## src/rtl/vdp_pkg.sv

```systemverilog
// Shared types, constants and helpers for the Van der Pol RK4 stepper.
`timescale 1ns / 1ps

package vdp_pkg;

  localparam int FRAC_BITS_DEF = 24;
  localparam int STEP_BITS_DEF = 20;

  localparam int WORD_W     = 32;  // state and slope words
  localparam int IDX_W      = 20;  // reported step index
  localparam int MU_W       = 31;  // mu and 1/mu registers
  localparam int DT_W       = 25;  // time step register
  localparam int CFG_IDX_W  = 3;
  localparam int CFG_DATA_W = 32;
  localparam int OPND_W     = 34;  // multiplier operand
  localparam int PROD_W     = 2 * OPND_W;
  localparam int SUM_W      = 36;  // three-term sums before clipping
  localparam int ACC_W      = 35;  // k1 + 2 k2 + 2 k3 + k4
  localparam int MAG_W      = 33;  // magnitudes fed to the divide-by-3 multiply

  // floor(n / 3) = (n * DIV3_MUL) >> DIV3_SHIFT, exact for n < 2^33
  localparam int DIV3_SHIFT = 33;
  localparam logic signed [OPND_W-1:0] DIV3_MUL = 34'sh0AAAAAAAB;

  typedef logic signed [WORD_W-1:0] word_t;
  typedef logic signed [OPND_W-1:0] opnd_t;
  typedef logic signed [PROD_W-1:0] prod_t;
  typedef logic signed [SUM_W-1:0]  sum_t;
  typedef logic signed [ACC_W-1:0]  acc_t;

  typedef struct packed {
    opnd_t a;
    opnd_t b;
  } mul_req_t;

  typedef enum logic [CFG_IDX_W-1:0] {
    REG_GAIN_MU   = 3'd0,
    REG_GAIN_RCP  = 3'd1,
    REG_TIME_STEP = 3'd2,
    REG_INIT_X    = 3'd3,
    REG_INIT_Y    = 3'd4
  } cfg_reg_e;

  typedef enum logic [1:0] {
    ST_IDLE,
    ST_EVAL,
    ST_AVG,
    ST_DONE
  } st_e;

  // Sequencer phases. EV_* run once per slope evaluation, AV_* once per step.
  typedef enum logic [4:0] {
    EV_SQ,
    EV_RCP,
    EV_CUBE,
    EV_DY,
    EV_DIV,
    EV_INNER,
    EV_MU,
    EV_KX,
    EV_DX,
    EV_NEXT,
    AV_ABSX,
    AV_MULX,
    AV_QX,
    AV_MULY,
    AV_QY,
    AV_UPDX,
    AV_UPDY
  } ph_e;

  localparam sum_t SUM_MAX = 36'sh07FFFFFFF;
  localparam sum_t SUM_MIN = 36'shF80000000;

  function automatic word_t sat_word(input sum_t v);
    word_t r;
    if (v > SUM_MAX) begin
      r = 32'sh7FFFFFFF;
    end else if (v < SUM_MIN) begin
      r = 32'sh80000000;
    end else begin
      r = signed'(v[WORD_W-1:0]);
    end
    return r;
  endfunction

  function automatic logic sat_hit(input sum_t v);
    return (v > SUM_MAX) || (v < SUM_MIN);
  endfunction

endpackage

```

## src/rtl/vdp_if.sv

```systemverilog
// Input and output channel interfaces of the Van der Pol stepper.
`timescale 1ns / 1ps

interface vdp_in_if;
  logic valid;
  logic ready;
  logic restart;

  modport source (output valid, output restart, input ready);
  modport sink   (input valid, input restart, output ready);
endinterface

interface vdp_out_if;
  logic                            valid;
  logic                            ready;
  logic signed [vdp_pkg::WORD_W-1:0] pos_x;
  logic signed [vdp_pkg::WORD_W-1:0] pos_y;
  logic [vdp_pkg::IDX_W-1:0]       step_index;
  logic                            saturated;

  modport source (output valid, output pos_x, output pos_y, output step_index,
                  output saturated, input ready);
  modport sink   (input valid, input pos_x, input pos_y, input step_index,
                  input saturated, output ready);
endinterface

```

## src/rtl/vdp_mul_unit.sv

```systemverilog
// Shared signed multiplier with registered product, fixed-point rounding and clip.
`timescale 1ns / 1ps

module vdp_mul_unit #(
  parameter int FRAC_BITS = vdp_pkg::FRAC_BITS_DEF
) (
  input  logic                    clk_i,
  input  vdp_pkg::mul_req_t       req_i,
  output vdp_pkg::word_t          fx_o,   // (a*b) >> FRAC_BITS, round half up, clipped
  output logic [vdp_pkg::WORD_W-1:0] quo_o // raw product >> DIV3_SHIFT
);

  localparam vdp_pkg::prod_t HALF  = vdp_pkg::prod_t'(1) <<< (FRAC_BITS - 1);
  localparam vdp_pkg::prod_t P_MAX = vdp_pkg::prod_t'(32'sh7FFFFFFF);
  localparam vdp_pkg::prod_t P_MIN = -P_MAX - vdp_pkg::prod_t'(1);

  vdp_pkg::opnd_t op_a;
  vdp_pkg::opnd_t op_b;
  vdp_pkg::prod_t prod_q;
  vdp_pkg::prod_t rnd;
  vdp_pkg::prod_t shr;

  assign op_a = req_i.a;
  assign op_b = req_i.b;

  always_ff @(posedge clk_i) begin
    prod_q <= vdp_pkg::prod_t'(op_a) * vdp_pkg::prod_t'(op_b);
  end

  always_comb begin
    rnd = prod_q + HALF;
    shr = rnd >>> FRAC_BITS;
    if (shr > P_MAX) begin
      fx_o = 32'sh7FFFFFFF;
    end else if (shr < P_MIN) begin
      fx_o = 32'sh80000000;
    end else begin
      fx_o = signed'(shr[vdp_pkg::WORD_W-1:0]);
    end
  end

  assign quo_o = prod_q[vdp_pkg::DIV3_SHIFT +: vdp_pkg::WORD_W];

endmodule

```

## src/rtl/van_der_pol_rk4_stepper.sv

```systemverilog
// Van der Pol oscillator stepper: one fixed-step RK4 update per input transaction.
// Sequence: 4 slope evaluations, then averaging/update phases and 1 commit; all products
//   share one multiplier.
// Flow: one transaction per step; ready is low while a step is in flight and
//   the commit stalls while the output register still holds an unread result.
// Reset: registers at defaults, x = 1.0, y = 0, step index 0, output empty.
`timescale 1ns / 1ps

module van_der_pol_rk4_stepper #(
  parameter int FRAC_BITS = vdp_pkg::FRAC_BITS_DEF,
  parameter int STEP_BITS = vdp_pkg::STEP_BITS_DEF
) (
  input  logic                           clk_i,
  input  logic                           rst_ni,
  input  logic                           cfg_we_i,
  input  logic [vdp_pkg::CFG_IDX_W-1:0]  cfg_idx_i,
  input  logic [vdp_pkg::CFG_DATA_W-1:0] cfg_data_i,
  vdp_in_if.sink                         in_i,
  vdp_out_if.source                      out_o
);

  localparam int WORD_W = vdp_pkg::WORD_W;
  localparam int SUM_W  = vdp_pkg::SUM_W;
  localparam int ACC_W  = vdp_pkg::ACC_W;
  localparam int MAG_W  = vdp_pkg::MAG_W;
  localparam int OPND_W = vdp_pkg::OPND_W;
  localparam int MU_W   = vdp_pkg::MU_W;
  localparam int DT_W   = vdp_pkg::DT_W;
  localparam int IDX_W  = vdp_pkg::IDX_W;

  // Reset values of the configuration registers, scaled to FRAC_BITS
  localparam logic [63:0] ONE_FX = 64'd1 << FRAC_BITS;
  localparam logic [MU_W-1:0] RST_MU  = MU_W'(ONE_FX * 64'd7);
  localparam logic [MU_W-1:0] RST_RCP = MU_W'((ONE_FX + 64'd3) / 64'd7);
  localparam logic [DT_W-1:0] RST_DT  = DT_W'((ONE_FX + 64'd5) / 64'd10);
  localparam vdp_pkg::word_t  RST_X   = signed'(ONE_FX[WORD_W-1:0]);

  // ---------------------------------------------------------------------------
  // Configuration registers
  // ---------------------------------------------------------------------------
  logic [MU_W-1:0] mu_q, rcp_q;
  logic [DT_W-1:0] dt_q;
  vdp_pkg::word_t  ix_q, iy_q;

  always_ff @(posedge clk_i or negedge rst_ni) begin
    if (!rst_ni) begin
      mu_q  <= RST_MU;
      rcp_q <= RST_RCP;
      dt_q  <= RST_DT;
      ix_q  <= RST_X;
      iy_q  <= '0;
    end else if (cfg_we_i) begin
      unique case (cfg_idx_i)
        vdp_pkg::REG_GAIN_MU:   mu_q  <= cfg_data_i[MU_W-1:0];
        vdp_pkg::REG_GAIN_RCP:  rcp_q <= cfg_data_i[MU_W-1:0];
        vdp_pkg::REG_TIME_STEP: dt_q  <= cfg_data_i[DT_W-1:0];
        vdp_pkg::REG_INIT_X:    ix_q  <= signed'(cfg_data_i[WORD_W-1:0]);
        vdp_pkg::REG_INIT_Y:    iy_q  <= signed'(cfg_data_i[WORD_W-1:0]);
        default: ;  // unknown index: dropped
      endcase
    end
  end

  // ---------------------------------------------------------------------------
  // State and datapath registers
  // ---------------------------------------------------------------------------
  vdp_pkg::st_e state_q, state_d;
  vdp_pkg::ph_e phase_q, phase_d;
  logic [1:0]   stage_q, stage_d;   // RK4 slope being evaluated: k1..k4

  vdp_pkg::word_t       x_q, x_d, y_q, y_d;       // committed state
  logic [STEP_BITS-1:0] cnt_q, cnt_d;
  vdp_pkg::word_t       xa_q, xa_d, ya_q, ya_d;   // evaluation point, later new state
  vdp_pkg::word_t       yn_q, yn_d;               // next ya, held until inner is done
  vdp_pkg::word_t       kx_q, kx_d, ky_q, ky_d;   // current slopes, later averages
  vdp_pkg::word_t       inner_q, inner_d;
  logic [MAG_W-1:0]     t_q, t_d;                 // x^2, |x^3|, |sum|/2
  logic                 neg_q, neg_d;
  vdp_pkg::acc_t        sx_q, sx_d, sy_q, sy_d;   // weighted slope sums
  logic                 hit_q, hit_d;

  logic                 out_vld_q, out_vld_d;
  vdp_pkg::word_t       out_x_q, out_x_d, out_y_q, out_y_d;
  logic [IDX_W-1:0]     out_idx_q, out_idx_d;
  logic                 out_sat_q, out_sat_d;

  // ---------------------------------------------------------------------------
  // Shared multiplier
  // ---------------------------------------------------------------------------
  vdp_pkg::mul_req_t mul_req;
  vdp_pkg::word_t    fx;
  logic [WORD_W-1:0] quo;

  vdp_mul_unit #(
    .FRAC_BITS (FRAC_BITS)
  ) u_mul (
    .clk_i (clk_i),
    .req_i (mul_req),
    .fx_o  (fx),
    .quo_o (quo)
  );

  // ---------------------------------------------------------------------------
  // Helpers
  // ---------------------------------------------------------------------------
  logic accept, out_free, last_stage, dbl_weight;
  logic [IDX_W-1:0] cnt_idx;

  assign in_i.ready = (state_q == vdp_pkg::ST_IDLE);
  assign accept     = in_i.valid && in_i.ready;
  assign out_free   = !out_vld_q || out_o.ready;
  assign last_stage = (stage_q == 2'd3);
  assign dbl_weight = (stage_q == 2'd1) || (stage_q == 2'd2);

  generate
    if (STEP_BITS >= IDX_W) begin : g_idx_trunc
      assign cnt_idx = cnt_q[IDX_W-1:0];
    end else begin : g_idx_ext
      assign cnt_idx = {{(IDX_W - STEP_BITS){1'b0}}, cnt_q};
    end
  endgenerate

  vdp_pkg::opnd_t   op_xa, op_t, op_h, op_dt, op_mu, op_rcp;
  logic [DT_W-1:0]  hstep;
  logic signed [OPND_W-1:0] q_s, q_sgn;
  logic signed [WORD_W:0]   fx_w, fx_mag;
  vdp_pkg::acc_t    fx_acc, fx_wgt, acc_src, acc_mag;
  vdp_pkg::sum_t    upd_x, upd_y, inner_sum;

  // k1, k2 step to the half point, k3 to the full point
  assign hstep  = (stage_q == 2'd2) ? dt_q : (dt_q >> 1);
  assign op_xa  = OPND_W'(xa_q);
  assign op_t   = signed'({1'b0, t_q});
  assign op_h   = signed'({{(OPND_W - DT_W){1'b0}}, hstep});
  assign op_dt  = signed'({{(OPND_W - DT_W){1'b0}}, dt_q});
  assign op_mu  = signed'({{(OPND_W - MU_W){1'b0}}, mu_q});
  assign op_rcp = signed'({{(OPND_W - MU_W){1'b0}}, rcp_q});

  // quotient by 3 with the sign put back: truncation toward zero
  assign q_s    = signed'({{(OPND_W - WORD_W){1'b0}}, quo});
  assign q_sgn  = neg_q ? -q_s : q_s;

  assign fx_w   = (WORD_W + 1)'(fx);
  assign fx_mag = fx[WORD_W-1] ? -fx_w : fx_w;
  assign fx_acc = ACC_W'(fx);
  assign fx_wgt = dbl_weight ? (fx_acc <<< 1) : fx_acc;

  assign acc_src = (phase_q == vdp_pkg::AV_ABSX) ? sx_q : sy_q;
  assign acc_mag = acc_src[ACC_W-1] ? -acc_src : acc_src;

  assign upd_x     = SUM_W'(x_q) + SUM_W'(fx);
  assign upd_y     = SUM_W'(y_q) + SUM_W'(fx);
  assign inner_sum = SUM_W'(xa_q) - SUM_W'(q_sgn) - SUM_W'(ya_q);

  // ---------------------------------------------------------------------------
  // Sequencer: next state
  // ---------------------------------------------------------------------------
  always_comb begin
    state_d = state_q;
    phase_d = phase_q;
    stage_d = stage_q;
    unique case (state_q)
      vdp_pkg::ST_IDLE: begin
        if (accept) begin
          state_d = vdp_pkg::ST_EVAL;
          phase_d = vdp_pkg::EV_SQ;
          stage_d = 2'd0;
        end
      end
      vdp_pkg::ST_EVAL: begin
        unique case (phase_q)
          vdp_pkg::EV_SQ:    phase_d = vdp_pkg::EV_RCP;
          vdp_pkg::EV_RCP:   phase_d = vdp_pkg::EV_CUBE;
          vdp_pkg::EV_CUBE:  phase_d = vdp_pkg::EV_DY;
          vdp_pkg::EV_DY:    phase_d = vdp_pkg::EV_DIV;
          vdp_pkg::EV_DIV:   phase_d = vdp_pkg::EV_INNER;
          vdp_pkg::EV_INNER: phase_d = vdp_pkg::EV_MU;
          vdp_pkg::EV_MU:    phase_d = vdp_pkg::EV_KX;
          vdp_pkg::EV_KX:    phase_d = vdp_pkg::EV_DX;
          vdp_pkg::EV_DX:    phase_d = vdp_pkg::EV_NEXT;
          vdp_pkg::EV_NEXT: begin
            if (last_stage) begin
              state_d = vdp_pkg::ST_AVG;
              phase_d = vdp_pkg::AV_ABSX;
            end else begin
              stage_d = stage_q + 2'd1;
              phase_d = vdp_pkg::EV_SQ;
            end
          end
          default:           phase_d = vdp_pkg::EV_SQ;
        endcase
      end
      vdp_pkg::ST_AVG: begin
        unique case (phase_q)
          vdp_pkg::AV_ABSX: phase_d = vdp_pkg::AV_MULX;
          vdp_pkg::AV_MULX: phase_d = vdp_pkg::AV_QX;
          vdp_pkg::AV_QX:   phase_d = vdp_pkg::AV_MULY;
          vdp_pkg::AV_MULY: phase_d = vdp_pkg::AV_QY;
          vdp_pkg::AV_QY:   phase_d = vdp_pkg::AV_UPDX;
          vdp_pkg::AV_UPDX: phase_d = vdp_pkg::AV_UPDY;
          vdp_pkg::AV_UPDY: state_d = vdp_pkg::ST_DONE;
          default:          phase_d = vdp_pkg::AV_ABSX;
        endcase
      end
      vdp_pkg::ST_DONE: begin
        if (out_free) begin
          state_d = vdp_pkg::ST_IDLE;
        end
      end
      default: state_d = vdp_pkg::ST_IDLE;
    endcase
  end

  // ---------------------------------------------------------------------------
  // Sequencer: datapath control. Most phases write back the product issued
  // in the previous phase and/or issue a new one.
  // ---------------------------------------------------------------------------
  always_comb begin
    x_d       = x_q;
    y_d       = y_q;
    cnt_d     = cnt_q;
    xa_d      = xa_q;
    ya_d      = ya_q;
    yn_d      = yn_q;
    kx_d      = kx_q;
    ky_d      = ky_q;
    inner_d   = inner_q;
    t_d       = t_q;
    neg_d     = neg_q;
    sx_d      = sx_q;
    sy_d      = sy_q;
    hit_d     = hit_q;
    mul_req   = '0;
    out_vld_d = out_vld_q && !out_o.ready;
    out_x_d   = out_x_q;
    out_y_d   = out_y_q;
    out_idx_d = out_idx_q;
    out_sat_d = out_sat_q;

    unique case (state_q)
      vdp_pkg::ST_IDLE: begin
        if (accept) begin
          if (in_i.restart) begin
            x_d   = ix_q;
            y_d   = iy_q;
            cnt_d = '0;
          end
          xa_d  = in_i.restart ? ix_q : x_q;
          ya_d  = in_i.restart ? iy_q : y_q;
          sx_d  = '0;
          sy_d  = '0;
          hit_d = 1'b0;
        end
      end
      vdp_pkg::ST_EVAL: begin
        unique case (phase_q)
          vdp_pkg::EV_SQ: begin
            mul_req = '{a: op_xa, b: op_xa};
          end
          vdp_pkg::EV_RCP: begin
            t_d     = {1'b0, fx};  // x^2 is never negative
            mul_req = '{a: op_xa, b: op_rcp};
          end
          vdp_pkg::EV_CUBE: begin
            ky_d    = fx;
            sy_d    = sy_q + fx_wgt;
            mul_req = '{a: op_t, b: op_xa};
          end
          vdp_pkg::EV_DY: begin
            t_d     = unsigned'(fx_mag);
            neg_d   = fx[WORD_W-1];
            mul_req = '{a: op_h, b: OPND_W'(ky_q)};
          end
          vdp_pkg::EV_DIV: begin
            yn_d    = vdp_pkg::sat_word(upd_y);
            mul_req = '{a: op_t, b: vdp_pkg::DIV3_MUL};
          end
          vdp_pkg::EV_INNER: begin
            inner_d = vdp_pkg::sat_word(inner_sum);
          end
          vdp_pkg::EV_MU: begin
            mul_req = '{a: op_mu, b: OPND_W'(inner_q)};
          end
          vdp_pkg::EV_KX: begin
            kx_d = fx;
            sx_d = sx_q + fx_wgt;
          end
          vdp_pkg::EV_DX: begin
            mul_req = '{a: op_h, b: OPND_W'(kx_q)};
          end
          vdp_pkg::EV_NEXT: begin
            xa_d = vdp_pkg::sat_word(upd_x);
            ya_d = yn_q;
          end
          default: ;
        endcase
      end
      vdp_pkg::ST_AVG: begin
        unique case (phase_q)
          vdp_pkg::AV_ABSX: begin
            t_d   = MAG_W'(unsigned'(acc_mag) >> 1);
            neg_d = sx_q[ACC_W-1];
          end
          vdp_pkg::AV_MULX: begin
            mul_req = '{a: op_t, b: vdp_pkg::DIV3_MUL};
          end
          vdp_pkg::AV_QX: begin
            kx_d  = signed'(q_sgn[WORD_W-1:0]);
            t_d   = MAG_W'(unsigned'(acc_mag) >> 1);
            neg_d = sy_q[ACC_W-1];
          end
          vdp_pkg::AV_MULY: begin
            mul_req = '{a: op_t, b: vdp_pkg::DIV3_MUL};
          end
          vdp_pkg::AV_QY: begin
            ky_d    = signed'(q_sgn[WORD_W-1:0]);
            mul_req = '{a: op_dt, b: OPND_W'(kx_q)};
          end
          vdp_pkg::AV_UPDX: begin
            xa_d    = vdp_pkg::sat_word(upd_x);
            hit_d   = hit_q || vdp_pkg::sat_hit(upd_x);
            mul_req = '{a: op_dt, b: OPND_W'(ky_q)};
          end
          vdp_pkg::AV_UPDY: begin
            ya_d  = vdp_pkg::sat_word(upd_y);
            hit_d = hit_q || vdp_pkg::sat_hit(upd_y);
          end
          default: ;
        endcase
      end
      vdp_pkg::ST_DONE: begin
        // report the pre-step state, then commit the new one
        if (out_free) begin
          out_vld_d = 1'b1;
          out_x_d   = x_q;
          out_y_d   = y_q;
          out_idx_d = cnt_idx;
          out_sat_d = hit_q;
          x_d       = xa_q;
          y_d       = ya_q;
          cnt_d     = cnt_q + 1'b1;
        end
      end
      default: ;
    endcase
  end

  // ---------------------------------------------------------------------------
  // Registers
  // ---------------------------------------------------------------------------
  always_ff @(posedge clk_i or negedge rst_ni) begin
    if (!rst_ni) begin
      state_q   <= vdp_pkg::ST_IDLE;
      phase_q   <= vdp_pkg::EV_SQ;
      stage_q   <= '0;
      x_q       <= RST_X;
      y_q       <= '0;
      cnt_q     <= '0;
      out_vld_q <= 1'b0;
    end else begin
      state_q   <= state_d;
      phase_q   <= phase_d;
      stage_q   <= stage_d;
      x_q       <= x_d;
      y_q       <= y_d;
      cnt_q     <= cnt_d;
      out_vld_q <= out_vld_d;
    end
  end

  always_ff @(posedge clk_i) begin
    xa_q      <= xa_d;
    ya_q      <= ya_d;
    yn_q      <= yn_d;
    kx_q      <= kx_d;
    ky_q      <= ky_d;
    inner_q   <= inner_d;
    t_q       <= t_d;
    neg_q     <= neg_d;
    sx_q      <= sx_d;
    sy_q      <= sy_d;
    hit_q     <= hit_d;
    out_x_q   <= out_x_d;
    out_y_q   <= out_y_d;
    out_idx_q <= out_idx_d;
    out_sat_q <= out_sat_d;
  end

  assign out_o.valid      = out_vld_q;
  assign out_o.pos_x      = out_x_q;
  assign out_o.pos_y      = out_y_q;
  assign out_o.step_index = out_idx_q;
  assign out_o.saturated  = out_sat_q;

endmodule

```

## src/flat_wrapper.sv

```systemverilog
// flat-port wrapper written by rule: the top's interface ports become plain ports
module van_der_pol_rk4_stepper_flat 
#(
  parameter int FRAC_BITS = vdp_pkg::FRAC_BITS_DEF,
  parameter int STEP_BITS = vdp_pkg::STEP_BITS_DEF
)
  (clk_i, rst_ni, cfg_we_i, cfg_idx_i, cfg_data_i, in_i_valid, in_i_restart, in_i_ready, out_o_valid, out_o_pos_x, out_o_pos_y, out_o_step_index, out_o_saturated, out_o_ready);
  vdp_in_if in_i_i ();
  vdp_out_if out_o_i ();
  input  logic clk_i;
  input  logic rst_ni;
  input  logic cfg_we_i;
  input  logic [vdp_pkg::CFG_IDX_W-1:0] cfg_idx_i;
  input  logic [vdp_pkg::CFG_DATA_W-1:0] cfg_data_i;
  input wire logic [$bits(in_i_i.valid)-1:0] in_i_valid;
  input wire logic [$bits(in_i_i.restart)-1:0] in_i_restart;
  output wire logic [$bits(in_i_i.ready)-1:0] in_i_ready;
  output wire logic [$bits(out_o_i.valid)-1:0] out_o_valid;
  output wire logic [$bits(out_o_i.pos_x)-1:0] out_o_pos_x;
  output wire logic [$bits(out_o_i.pos_y)-1:0] out_o_pos_y;
  output wire logic [$bits(out_o_i.step_index)-1:0] out_o_step_index;
  output wire logic [$bits(out_o_i.saturated)-1:0] out_o_saturated;
  input wire logic [$bits(out_o_i.ready)-1:0] out_o_ready;
  assign in_i_i.valid = in_i_valid;
  assign in_i_i.restart = in_i_restart;
  assign in_i_ready = in_i_i.ready;
  assign out_o_valid = out_o_i.valid;
  assign out_o_pos_x = out_o_i.pos_x;
  assign out_o_pos_y = out_o_i.pos_y;
  assign out_o_step_index = out_o_i.step_index;
  assign out_o_saturated = out_o_i.saturated;
  assign out_o_i.ready = out_o_ready;
  van_der_pol_rk4_stepper #(.FRAC_BITS(FRAC_BITS), .STEP_BITS(STEP_BITS)) u_core (.clk_i(clk_i), .rst_ni(rst_ni), .cfg_we_i(cfg_we_i), .cfg_idx_i(cfg_idx_i), .cfg_data_i(cfg_data_i), .in_i(in_i_i), .out_o(out_o_i));
endmodule
```

## config.mk

```make
export PLATFORM = sky130hd
export DESIGN_NAME = van_der_pol_rk4_stepper_flat
export DESIGN_NICKNAME = d
export VERILOG_FILES = /design/src/rtl/vdp_pkg.sv /design/src/rtl/vdp_if.sv /design/src/rtl/vdp_mul_unit.sv /design/src/rtl/van_der_pol_rk4_stepper.sv /design/src/flat_wrapper.sv
export SDC_FILE = /design/constraint.sdc
export NUM_CORES = 2
export LEC_CHECK = 0
export ABC_AREA = 1
export ABC_CLOCK_PERIOD_IN_PS = 10940
export BUFFER_PORTS_ARGS = -buffer_cell sky130_fd_sc_hd__clkbuf_2
export CELL_PAD_IN_SITES_DETAIL_PLACEMENT = 1
export CELL_PAD_IN_SITES_GLOBAL_PLACEMENT = 2
export CORE_AREA = 2 2 477 479
export DETAILED_ROUTE_END_ITERATION = 8
export DIE_AREA = 0 0 479 481
export GPL_ROUTABILITY_DRIVEN = 0
export GPL_TIMING_DRIVEN = 0
export PLACE_DENSITY_LB_ADDON = 0.25
export SYNTH_ARGS = -nofsm -noshare
export SYNTH_HDL_FRONTEND = slang
export SYNTH_HIERARCHICAL = 1
export SYNTH_SLANG_ARGS = --single-unit
```

## constraint.sdc

```tcl
create_clock -name clk_i -period 10.94 [get_ports clk_i]
set_clock_uncertainty 0.1 [all_clocks]
set_input_delay 2.188 -clock clk_i [delete_from_list [all_inputs] [get_ports clk_i]]
set_output_delay 2.188 -clock clk_i [all_outputs]
set_load 0.005 [all_outputs]
```

# --- After elaboration in Yosys (flattened, before gate mapping) ---
# Index checks and enable logic that the tools add are counted.
word_totals:
  n_memories: 0
  register_bits: 695
  out_inout_bits: 87
  ram_bits: 0
  romBits: 0
  input_bits: 41
  latch_bits: 0
classes:
  n_eq_ne: 44
  n_bitwise: 0
  addsub: 12
  n_reduce_logical: 42
  n_lt_le_gt_ge: 8
  shifts: 0
  div_mod_pow: 0
  n_mux: 71
  mul: 1
ops:
  columns: ["operator", "count"]
  rows:
  - ["32-bit two-way mux", 22]
  - ["68-bit case mux with 7 select lines", 1]
  - ["32-bit case mux with 2 select lines", 4]
  - ["67-bit case mux with 3 select lines", 1]
  - ["32-bit case mux with 3 select lines", 2]
  - ["35-bit two-way mux", 4]
  - ["35-bit case mux with 2 select lines", 2]
  - ["68-bit case mux with 2 select lines", 1]
  - ["33-bit case mux with 2 select lines", 2]
  - ["36-bit by 32-bit > comparator with 1-bit output (second input constant)", 3]
  - ["36-bit by 32-bit < comparator with 1-bit output (second input constant)", 3]
  - ["35-bit by 33-bit adder with 35-bit output", 2]
  - ["68-bit by 25-bit adder with 68-bit output (second input constant)", 1]
  - ["34-bit by 34-bit multiplier with 68-bit output", 1]
  - ["34-bit two-way mux", 2]
  - ["32-bit by 32-bit adder with 33-bit output", 2]
  - ["33-bit two-way mux", 2]
  - ["20-bit two-way mux", 3]
  - ["5-bit case mux with 10 select lines", 1]
  - ["44-bit by 32-bit > comparator with 1-bit output (second input constant)", 1]
  - ["44-bit by 32-bit < comparator with 1-bit output (second input constant)", 1]
  - ["5-bit by 4-bit == test with 1-bit output (second input constant)", 8]
  - ["20-bit case mux with 2 select lines", 1]
  - ["35-bit by 32-bit subtractor with 36-bit output", 1]
  - ["42 further kinds", 107]

# --- Longest topological paths before layout ---
depth:
  ltp_word: 10
  ltp_mapped: 47
  depth_no_buf: 43

# --- Hierarchy ---
# Netlist, hierarchy kept.
by_module_without_submodules:
  columns: ["module", "n_inst", "area_per_inst_um2", "cells_each"]
  rows:
  - ["vdp_mul_unit", 1, 46485.8, 6027]
  - ["van_der_pol_rk4_stepper", 1, 43162.6, 5729]

# --- Least setup slack after synthesis ---
# Ideal clock, no wire load.
synth_timing:
  path_kind: "register to register"
  from: "register u_core.state_q[1]"
  to: "register u_core.u_mul.prod_q[63]"
  setup_ns: 0.112
  path_stages_with_launch: 32
  n_path_buf: 3
  path_slack_ns: 1.268
  arrival_ns: 9.459
  path_cell_list: "dfrtp_1 > inv_1 > ha_1 > clkbuf_1 > clkinv_1 > nor3_1 > nor2_1 > a31oi_1 > clkbuf_1 > clkbuf_1 > nand2_1 > fa_1 > fa_1 > fa_1 > fa_1 > fa_1 > fa_1 > fa_1 > fa_1 > inv_1 > ha_1 > nand2_1 > nor2_1 > inv_1 > nor2_1 > inv_1 > nor2_1 > inv_1 > nor4_1 > nand2_1 > nand3_1 > nand2_1"
synth_rtl:
  columns: ["item", "line", "text"]
  rows:
  - ["start: declaration", "van_der_pol_rk4_stepper.sv:67", "vdp_pkg::st_e state_q, state_d;"]
  - ["start signal: assignment", "van_der_pol_rk4_stepper.sv:353", "state_q <= vdp_pkg::ST_IDLE;"]
  - ["start signal: assignment", "van_der_pol_rk4_stepper.sv:361", "state_q <= state_d;"]
  - ["end signal: assignment", "vdp_mul_unit.sv:27", "prod_q <= vdp_pkg::prod_t'(op_a) * vdp_pkg::prod_t'(op_b);"]
  - ["end: declaration", "vdp_mul_unit.sv:19", "vdp_pkg::prod_t prod_q;"]

==> flow_metrics.tcl <==
set metrics [dict create \
    cpPeakStageDelay_ns 0.83 \
    endpoint_kind "register" \
    worstReg2RegStart "u_core/phase_q[1]" \
    rr_worst_depth 35 \
    routed_wl_um 463000 \
    yosysWarnings 6 \
    critPathArrivalTime_ns 11.51 \
    total_power_mw 36.1 \
    p_clk_frac 0.077 \
    drtPass1Iterations 9 \
    hold-path-endpoint "u_core/out_o.step_index[19]" \
    syn_inst 11800 \
    multi_input_area_sq_mm 0.0595 \
    path_clk_slew_ns 0.07 \
    post-route-min-period_ns 11.02 \
    ff_latch_area_sq_mm 0.0185 \
    core-area_sq_mm 0.226 \
    relSlewSlack -0.134 \
    grt_max_degree 104 \
    syn-cell-area_sq_mm 0.0896 \
    maxCapViolCount 13 \
    die_w_um 479 \
    io_buffers 127 \
    yosysSeqAreaShare 0.207 \
    grt_usage 0.397 \
    via_per_inst 5.75 \
    reg2reg_slack_ns -0.08 \
    fin_cells 15100 \
    clk_latency_ns 0.75 \
    min_path_type "reg -> reg" \
    startpoint "u_core/phase_q[1]" \
    hpwl_um 378000 \
    n_fill_cell 28000 \
    swShare 0.629 \
    cts_max_level 3 \
    worstMarginPinSlew_ns 1.70 \
    finalSetupViolCount 1 \
    die_y_um 481 \
    netSwitchingPower_mw 22.7 \
    grt_pass1_vias 88900 \
    synth_top_area_share 0.285 \
    r2r-end "u_core/u_mul/prod_q[44]" \
    die-area_sq_mm 0.230 \
    fin_tns_setup_ns -0.0816 \
    first_iter_violations 9860 \
    yosys-top-cells-area "fa_1 (29%), nand2_1 (14%), edfxtp_1 (13%), inv_1 (11%), dfrtp_1 (6.2%)" \
    period_share 1.01 \
    critPathLaunchType "register" \
    initial_utilization 0.397 \
    hold_path_depth 0 \
    synth_edf_count 382 \
    crit_type "reg -> reg" \
    syn2layout_area_growth_pct 9.35 \
    tritoncts "built" \
    clockRootBuffer "clkbuf_16" \
    dp_cells 14900 \
    synthArstFlopShare 0.365 \
    path_max_fanout 10 \
    fmax_mhz 90.7 \
    seq_power_share 0.160 \
    antenna_found_initial 49 \
    status "finished with violations" \
    vias 86800 \
    setup_ws_ns -0.0816 \
    nNetsFinal 13700 \
    drc 67 \
    cts_buffers 77 \
    place_ws_ns -1.71 \
    rsz0062_at_grt "true" \
    grt_pass1_wl_um 650000 \
    p_leak_nw 50.6 \
    ant_nets 0 \
    comb_power_share 0.762 \
    min_from "u_core/cnt_idx[19]" \
    cts_sinks 672 \
    peakVddDrop_uv 258 \
    overflow 0 \
    violations "design-rule violations, max-capacitance violations, max-slew violations, negative setup slack" \
    synth.distinct_cells 70 \
    syn_nets 13500 \
    synth_area_leader_cell "fa_1" \
    io_pins 128 \
    powerDensity_mw_per_mm2 368 \
    postSynthAreaPerCell_sq_um 7.63 \
    final_util 0.434 \
    synth_ff_type "edfxtp_1" \
    ys_ff_latch 672 \
    cp.required_ns 11.43 \
    drv_slew 43 \
    clockBufferDepth 3 \
    drive_gt1_frac 0.0691 \
    post_drt_wl_per_cell_um 30.7 \
    rows 175 \
    crit_path_top_delay_cell "fa_1" \
    power.internal_mw 13.4 \
    hold_viol_final 0 \
    hold_buffers 0 \
]
[stage by stage]
| stage | hold slack [ns] | cell area (sq um) |
|---|---|---|
| after CTS | 0.369 | 97600 |
| after global routing | 0.379 | 98000 |
| final | 0.367 | 98000 |
| after detailed placement | 0.352 | 94600 |
| after floorplan | 0.325 | 89600 |
| after global placement | 0.338 | 94000 |
[area by class of cell]
cell class / count / share of cell area
inverter: 2556 / 0.0980
sequential: 672 / 0.189
clock buffer: 111 / 0.0232
buffer: 521 / 0.0280
tap: 3009 / 0.0384
antenna: 28 / 0.000715
multi-input combinational: 8006 / 0.607
timing repair buffer: 162 / 0.0122
clock inverter: 33 / 0.00350
[flip-flops by register name, indices dropped and copies added (netlist names), 33 cells and up]
signal,cells
u_core/u_mul/prod_q,45
u_core/t_q,33
u_core/sy_q,35
u_core/sx_q,35
[power by group through the flow]
| stage | clock, mW | sequential, mW | combinational (mW) |
|---|---|---|---|
| after CTS | 2.80 | 5.65 | 26.2 |
| after detailed placement | 0 | 5.69 | 26.0 |
| after global placement | 0 | 5.74 | 25.2 |
| after floorplan | 0 | 4.94 | 15.4 |
| final | 2.78 | 5.79 | 27.5 |
| after global routing | 2.89 | 5.75 | 29.2 |
[kinds of logic after synthesis]
family / after synthesis / synth area share
compound gates: 1551 / 0.0965
xor+xnor: 165 / 0.0161
fa+ha+maj: 1658 / 0.338
buf+inv: 3078 / 0.132
flops: 672 / 0.207
mux: 36 / 0.00403
simple gates: 4596 / 0.206
[worst max-delay path, delay by kind of cell (launching register included)]
kind | cells | cell delay [ns]
compound gates | 3 | 1.16
simple gates | 10 | 1.57
buf+inv | 12 | 2.34
flops | 1 | 0.46
xor+xnor | 1 | 0.35
fa+ha+maj | 9 | 4.91
[cells in the final DEF (no fill, tap or decap), drive strengths merged, types with 18 or more instances in the layout]
cell	synthesis	layout
a22o	22	22
a21oi	479	479
edfxtp	382	382
xor2	126	126
xnor2	39	39
a22oi	20	20
buf	113	171
a31oi	51	51
nor2	702	702
nor4	26	26
nand4	91	91
dfrtp	221	221
dfxtp	45	45
clkbuf	409	619
nand2	3340	3340
inv	2555	2562
a21o	22	22
clkinv	1	18
nor3	82	82
mux2i	35	35
a21boi	39	39
o21bai	45	45
o21a	20	20
o2111ai	31	31
ha	380	380
fa	1278	1278
nand3	271	271
or2	52	52
o21ai	756	756
diode	0	28
dfstp	24	24
[per-layer routing]
layer	wire length, um	global-route usage	vias up
li1	-	-	36300
met1	181000	0.512	44100
met2	184000	0.551	5184
met3	67100	0.181	1208
met4	29900	0.211	42
met5	1160	0.0224	-
[cell usage after synthesis, types with 51 or more instances]
cell and instances:
nor3_1 79, nand4_1 91, ha_1 380, clkbuf_1 408, o21ai_0 721, a31oi_1 51
nor2_1 674, xor2_1 126, inv_1 2543, nand3_1 267, or2_2 51, dfrtp_1 221
fa_1 1278, edfxtp_1 382, a21oi_1 479, nand2_1 3319
[how the worst max path moves through the flow]
stage	to	slack (ns)	depth (start not counted)
6_report	u_core/u_mul/prod_q[44]	-0.08	35
3_3_place_gp	u_core/u_mul/prod_q[47]	-3.95	29
5_1_grt	u_core/u_mul/prod_q[47]	-0.11	39
4_1_cts	u_core/u_mul/prod_q[47]	0.003	32
3_5_place_dp	u_core/u_mul/prod_q[44]	-1.71	34
2_1_floorplan	u_core/u_mul/prod_q[63]	1.27	31
[what timing repair did]
action / in CTS / in global routing
endpoints found under the setup margin: 45 / 45
resized for setup: 223 / 318
setup buffers: 0 / 11
pin swaps: 0 / 3
(Power assumes the default switching activity.)
